<file path="config.mk">
export PLATFORM = sky130hd
export DESIGN_NAME = a2rb_div
export DESIGN_NICKNAME = d
export VERILOG_FILES = /design/src/rtl/a2rb_pkg.sv /design/src/rtl/a2rb_div.sv
export SDC_FILE = /design/constraint.sdc
export NUM_CORES = 2
export LEC_CHECK = 0
export BUFFER_PORTS_ARGS = -buffer_cell sky130_fd_sc_hd__buf_2
export CORE_ASPECT_RATIO = 1.2
export CORE_MARGIN = 2
export CORE_UTILIZATION = 35
export CTS_BUF_LIST = sky130_fd_sc_hd__clkbuf_16
export CTS_CLUSTER_SIZE = 24
export DETAILED_ROUTE_END_ITERATION = 7
export GPL_ROUTABILITY_DRIVEN = 0
export HOLD_SLACK_MARGIN = 0.06
export SLEW_MARGIN = 20
export SYNTH_ARGS = -nofsm -noshare
export SYNTH_HDL_FRONTEND = slang
export SYNTH_SLANG_ARGS = --single-unit
</file>
<file path="constraint.sdc">
create_clock -name clk -period 3.7 [get_ports clk]
set_input_delay 0.185 -clock clk [delete_from_list [all_inputs] [get_ports clk]]
set_output_delay 0.185 -clock clk [all_outputs]
set_load 0.005 [all_outputs]
</file>
<file path="src/rtl/a2rb_pkg.sv">
// Shared constants and types for the Argon2 reference block index unit.
package a2rb_pkg;

    localparam int SLICE_COUNT_DEFAULT = 4;

    localparam int SEG_W = 21;
    localparam int LANES_W = 5;
    localparam int IDX_W = 26;
    localparam int WORD_W = 64;
    localparam int HALF_W = 32;
    localparam int CFG_IDX_W = 4;

    localparam logic [CFG_IDX_W-1:0] CFG_SEGMENT_LENGTH = CFG_IDX_W'(0);
    localparam logic [CFG_IDX_W-1:0] CFG_LANE_COUNT = CFG_IDX_W'(1);

    localparam logic [SEG_W-1:0] SEG_RESET = SEG_W'(262144);
    localparam logic [LANES_W-1:0] LANES_RESET = LANES_W'(4);

    typedef struct packed {
        logic en;
        logic valid;
    } pipe_ctl_t;

endpackage

</file>
<file path="src/rtl/a2rb_div.sv">
// Pipelined restoring divider, one quotient bit per register stage.
module a2rb_div #(
    parameter int N = 32,
    parameter int D = 8,
    parameter int Q = 32,
    parameter int S = 1
) (
    input  logic                clk,
    input  logic                rst_n,
    input  a2rb_pkg::pipe_ctl_t ctl,
    input  logic [N-1:0]        dividend,
    input  logic [D-1:0]        divisor,
    input  logic [S-1:0]        in_side,
    output logic                out_valid,
    output logic [Q-1:0]        out_quot,
    output logic [D-1:0]        out_rem,
    output logic [S-1:0]        out_side
);

    localparam int W = N + D;

    logic [Q-1:0] vld_reg;
    logic [N-1:0] rem_reg  [Q];
    logic [Q-1:0] quot_reg [Q];
    logic [S-1:0] side_reg [Q];

    for (genvar j = 0; j < Q; j++) begin : g_stage
        localparam int B = Q - 1 - j;
        logic         src_v;
        logic [N-1:0] src_rem;
        logic [Q-1:0] src_quot;
        logic [S-1:0] src_side;
        logic [W-1:0] shifted;
        logic [W-1:0] wide_rem;
        logic [W-1:0] diff;
        logic         fits;
        logic [N-1:0] rem_next;
        logic [Q-1:0] quot_next;

        if (j == 0) begin : g_first
            assign src_v = ctl.valid;
            assign src_rem = dividend;
            assign src_quot = '0;
            assign src_side = in_side;
        end
        else begin : g_rest
            assign src_v = vld_reg[j-1];
            assign src_rem = rem_reg[j-1];
            assign src_quot = quot_reg[j-1];
            assign src_side = side_reg[j-1];
        end

        assign shifted = W'(divisor) << B;
        assign wide_rem = W'(src_rem);
        assign fits = wide_rem >= shifted;
        assign diff = wide_rem - shifted;

        always_comb
        begin
            rem_next = fits ? diff[N-1:0] : src_rem;
            quot_next = src_quot;
            quot_next[B] = fits;
        end

        always_ff @(posedge clk or negedge rst_n)
        begin
            if (!rst_n)
            begin
                vld_reg[j] <= 1'b0;
            end
            else if (ctl.en)
            begin
                vld_reg[j] <= src_v;
            end
        end

        always_ff @(posedge clk)
        begin
            if (ctl.en)
            begin
                rem_reg[j] <= rem_next;
                quot_reg[j] <= quot_next;
                side_reg[j] <= src_side;
            end
        end
    end

    assign out_valid = vld_reg[Q-1];
    assign out_quot = quot_reg[Q-1];
    assign out_rem = rem_reg[Q-1][D-1:0];
    assign out_side = side_reg[Q-1];

endmodule

</file>
==> results by group <==
Global route
  • Vias in the first global route: roughly 39,000
  • First-pass GRT wire length: between 200,000 and 250,000 um
  • Initial antenna violation count: 0
  • Overflow after GRT: 0
  • Total GRT Usage: 0.141
  • Largest net degree at the start of global routing: 110

Die
  • Die Span Y: just under 500 um
  • Initial Utilization: 0.351
  • Chip width: 406 um
  • Core area: between 0.15 and 0.2 mm^2
  • IO Pins: 87
  • Die area: about 0.20 mm^2
  • Row count: 177

Timing
  • Fin. max-slew vios: 0
  • Final TNS setup: 0 ps
  • Max frequency: approximately 0.30 GHz
  • Slew headroom: 0.350
  • Unrepaired setup endpoints after global routing: false
  • Slew @ Worst Pin: 966 ps
  • Final setup violation count: 0
  • Final period utilization: 0.896
  • Final setup skew: 56.7 ps
  • Hold Fails Final Rpt: 0
  • Min Tclk post-route: 3310 ps

Pwr
  • Pwr Density: a little over 600 mW/mm^2
  • Leakage: about 27 nW
  • Worst VDD drop: 0.462 mV

Synthesis
  • Seq cells post-synth: approximately 1,600
  • Mapped Area: between 0.06 and 0.07 mm^2
  • Async S/R FF share, synth: 0.0201
  • Syn nets: 4,775
  • Main area contributors after synthesis: edfxtp_1, ha_1, xor2_1, xnor2_1, nor4_1
  • Seq/Total Area, Yosys: 0.702
  • Most common cell in the netlist: edfxtp_1
  • Synth Flop Type: edfxtp_1
  • Synth Instances: around 4,500
  • Number of flops mapped to enable cells by yosys: 1,560
  • Share of the synthesized area in the top cell type: 0.691
  • Mean post-synth cell area: 15.2 um^2
  • Synth top cells by count: edfxtp_1, nor2_1, ha_1
  • Yosys warns: 0
  • Largest area contributor in the netlist: edfxtp_1
  • Synth cell types: just under 90

Detailed routing
  • Vias: 38,300
  • DRT iter0 DRCs: around 2,400
  • TritonRoute pass-1 iters: 5
  • Post-route ant nets: 0
  • Vias/cell: 5.03
  • Residual DRC count: 0
  • Final wirelength: ~140,000 um
  • Post-detailed-route wirelength per cell: 18.3 um

Clock tree
  • Setup bufs post-CTS: 0
  • Num CTS Buffers: roughly 170
  • CTS tree: done
  • Cts hold-fix bufs: 75
  • Post-CTS Resized: 0
  • Clk sink count: 1,592
  • Maximum root-to-sink buffer count: 3
  • Clock latency on the worst-skew pair: around 840 ps
  • CTS H-tree depth: 4
  • Clock slew at reported path FFs: 60 ps
  • CTS root buf: clkbuf_16

Status
  • Status: finished clean

Layout
  • Max FFs per register: approximately 1,000
  • Layout Utilization: 0.409
  • Area grow syn2layout: 16.5%
  • Share of layout cells above drive strength 1: 0.120
  • Nets: ~5,200
  • Final antenna diode count: 0

Worst setup path
  • Crit path capture type: register
  • Req. time, crit path: between 4000 and 5000 ps
  • CP arrival: roughly 3900 ps
  • WS Path Type: reg2reg
  • R2r worst-path depth: 9
  • Reg2reg start: rem_reg[4][28]
  • CP Launch Point: rem_reg[4][28]
  • R2R setup slack: approximately 390 ps
  • Crit path max fanout: 7
  • Crit start category: register
  • Setup crit end: rem_reg[5][30]
  • R2R Path End: rem_reg[5][30]

Place
  • Final HPWL DP: between 90,000 and 100,000 um
  • # port buffers: 86

Worst hold path
  • Type of the most critical hold path: in2reg

Job
  • Max-cap viol count: 0
[critical path: stages, from the launching register on]
cell and delay, ps:
edfxtp_1 380, ha_1 350, and4b_1 290, nand4_1 190
nor2_1 230, o21ai_0 160, a2111oi_2 300, dlygate4sd3_1 590
buf_4 210, mux2_2 360
[power breakdown]
part           switching, mW  internal [mW]  total [mW]
sequential              1.41           22.5        23.9
clock                   7.22           10.0        17.3
combinational           4.31           3.30        7.62
[layout by cell type, fill, tap and decap left out, types with 29 or more instances in the layout]
cell type and n:
mux2_2 86, nand3_1 54, or3_1 76, buf_4 97
nor2_1 230, o21ai_0 199, nor2b_1 57, nor4b_1 32
mux2i_1 30, xnor2_1 148, clkbuf_16 171, o21a_1 70
o31ai_1 50, edfxtp_1 1560, a211oi_1 29, nor3_1 146
xor2_1 200, inv_1 168, nand2b_1 50, nand4_1 53
fa_1 31, a21oi_1 139, a21o_1 39, nand2_1 201
ha_1 228, dfrtp_1 32, clkinv_1 52, dlygate4sd3_1 74
buf_2 85, or4_1 57, nor4_1 171
[routing by layer]
| layer | up-vias | global-route usage | wire (um) |
|---|---|---|---|
| li1 | 18300 | - | - |
| met1 | 18900 | 0.151 | 52500 |
| met2 | 745 | 0.267 | 76300 |
| met3 | 309 | 0.0230 | 4950 |
| met4 | 0 | 0.0624 | 5700 |
| met5 | - | 0 | 0 |
[how the worst min path moves through the flow]
stage                     slack (ps)  cells after the start    from                 to
after floorplan                 -110                      0   rst_n  g_stage[10].src_v
after global placement           260                      1   rst_n   g_stage[1].src_v
after detailed placement         270                      1   rst_n   g_stage[1].src_v
after CTS                         80                      3  ctl[0]   g_stage[1].src_v
after global routing             140                      3  ctl[0]   g_stage[1].src_v
final                            160                      3  ctl[0]   g_stage[1].src_v
[cells by family (layout without fill, tap and decap cells)]
kind of cell,after synthesis,after routing,share of synthesized area
and+or+nand+nor,1270,1270,0.105
adders and majority gates,259,259,0.0512
muxes,117,117,0.0189
DFF,1592,1592,0.702
buffers and inverters,208,744,0.0123
xor gates and xnor gates,348,348,0.0449
AOI/OAI and AO/OA,677,677,0.0649
[area by class of cell]
class	count	area, um^2
Fill cell	17400	114000
Sequential cell	1592	47600
Multi-Input combinational cell	2671	19400
Clock buffer	171	4280
Tap cell	2595	3250
Timing Repair Buffer	283	2430
Clock inverter	145	1500
Inverter	145	544
[stage by stage]
step	total power, mW	cell area [um^2]	instances	hold slack [ps]	setup WS [ps]
4_1_cts	49.4	79000	7602	82.4	335
3_5_place_dp	31.8	72500	7211	270	176
2_1_floorplan	29.0	67800	4471	-111	353
3_3_place_gp	31.6	72500	7211	256	160
5_1_grt	51.2	79000	7602	142	271
6_report	48.8	79000	7602	159	385
(Power assumes the default switching activity.)
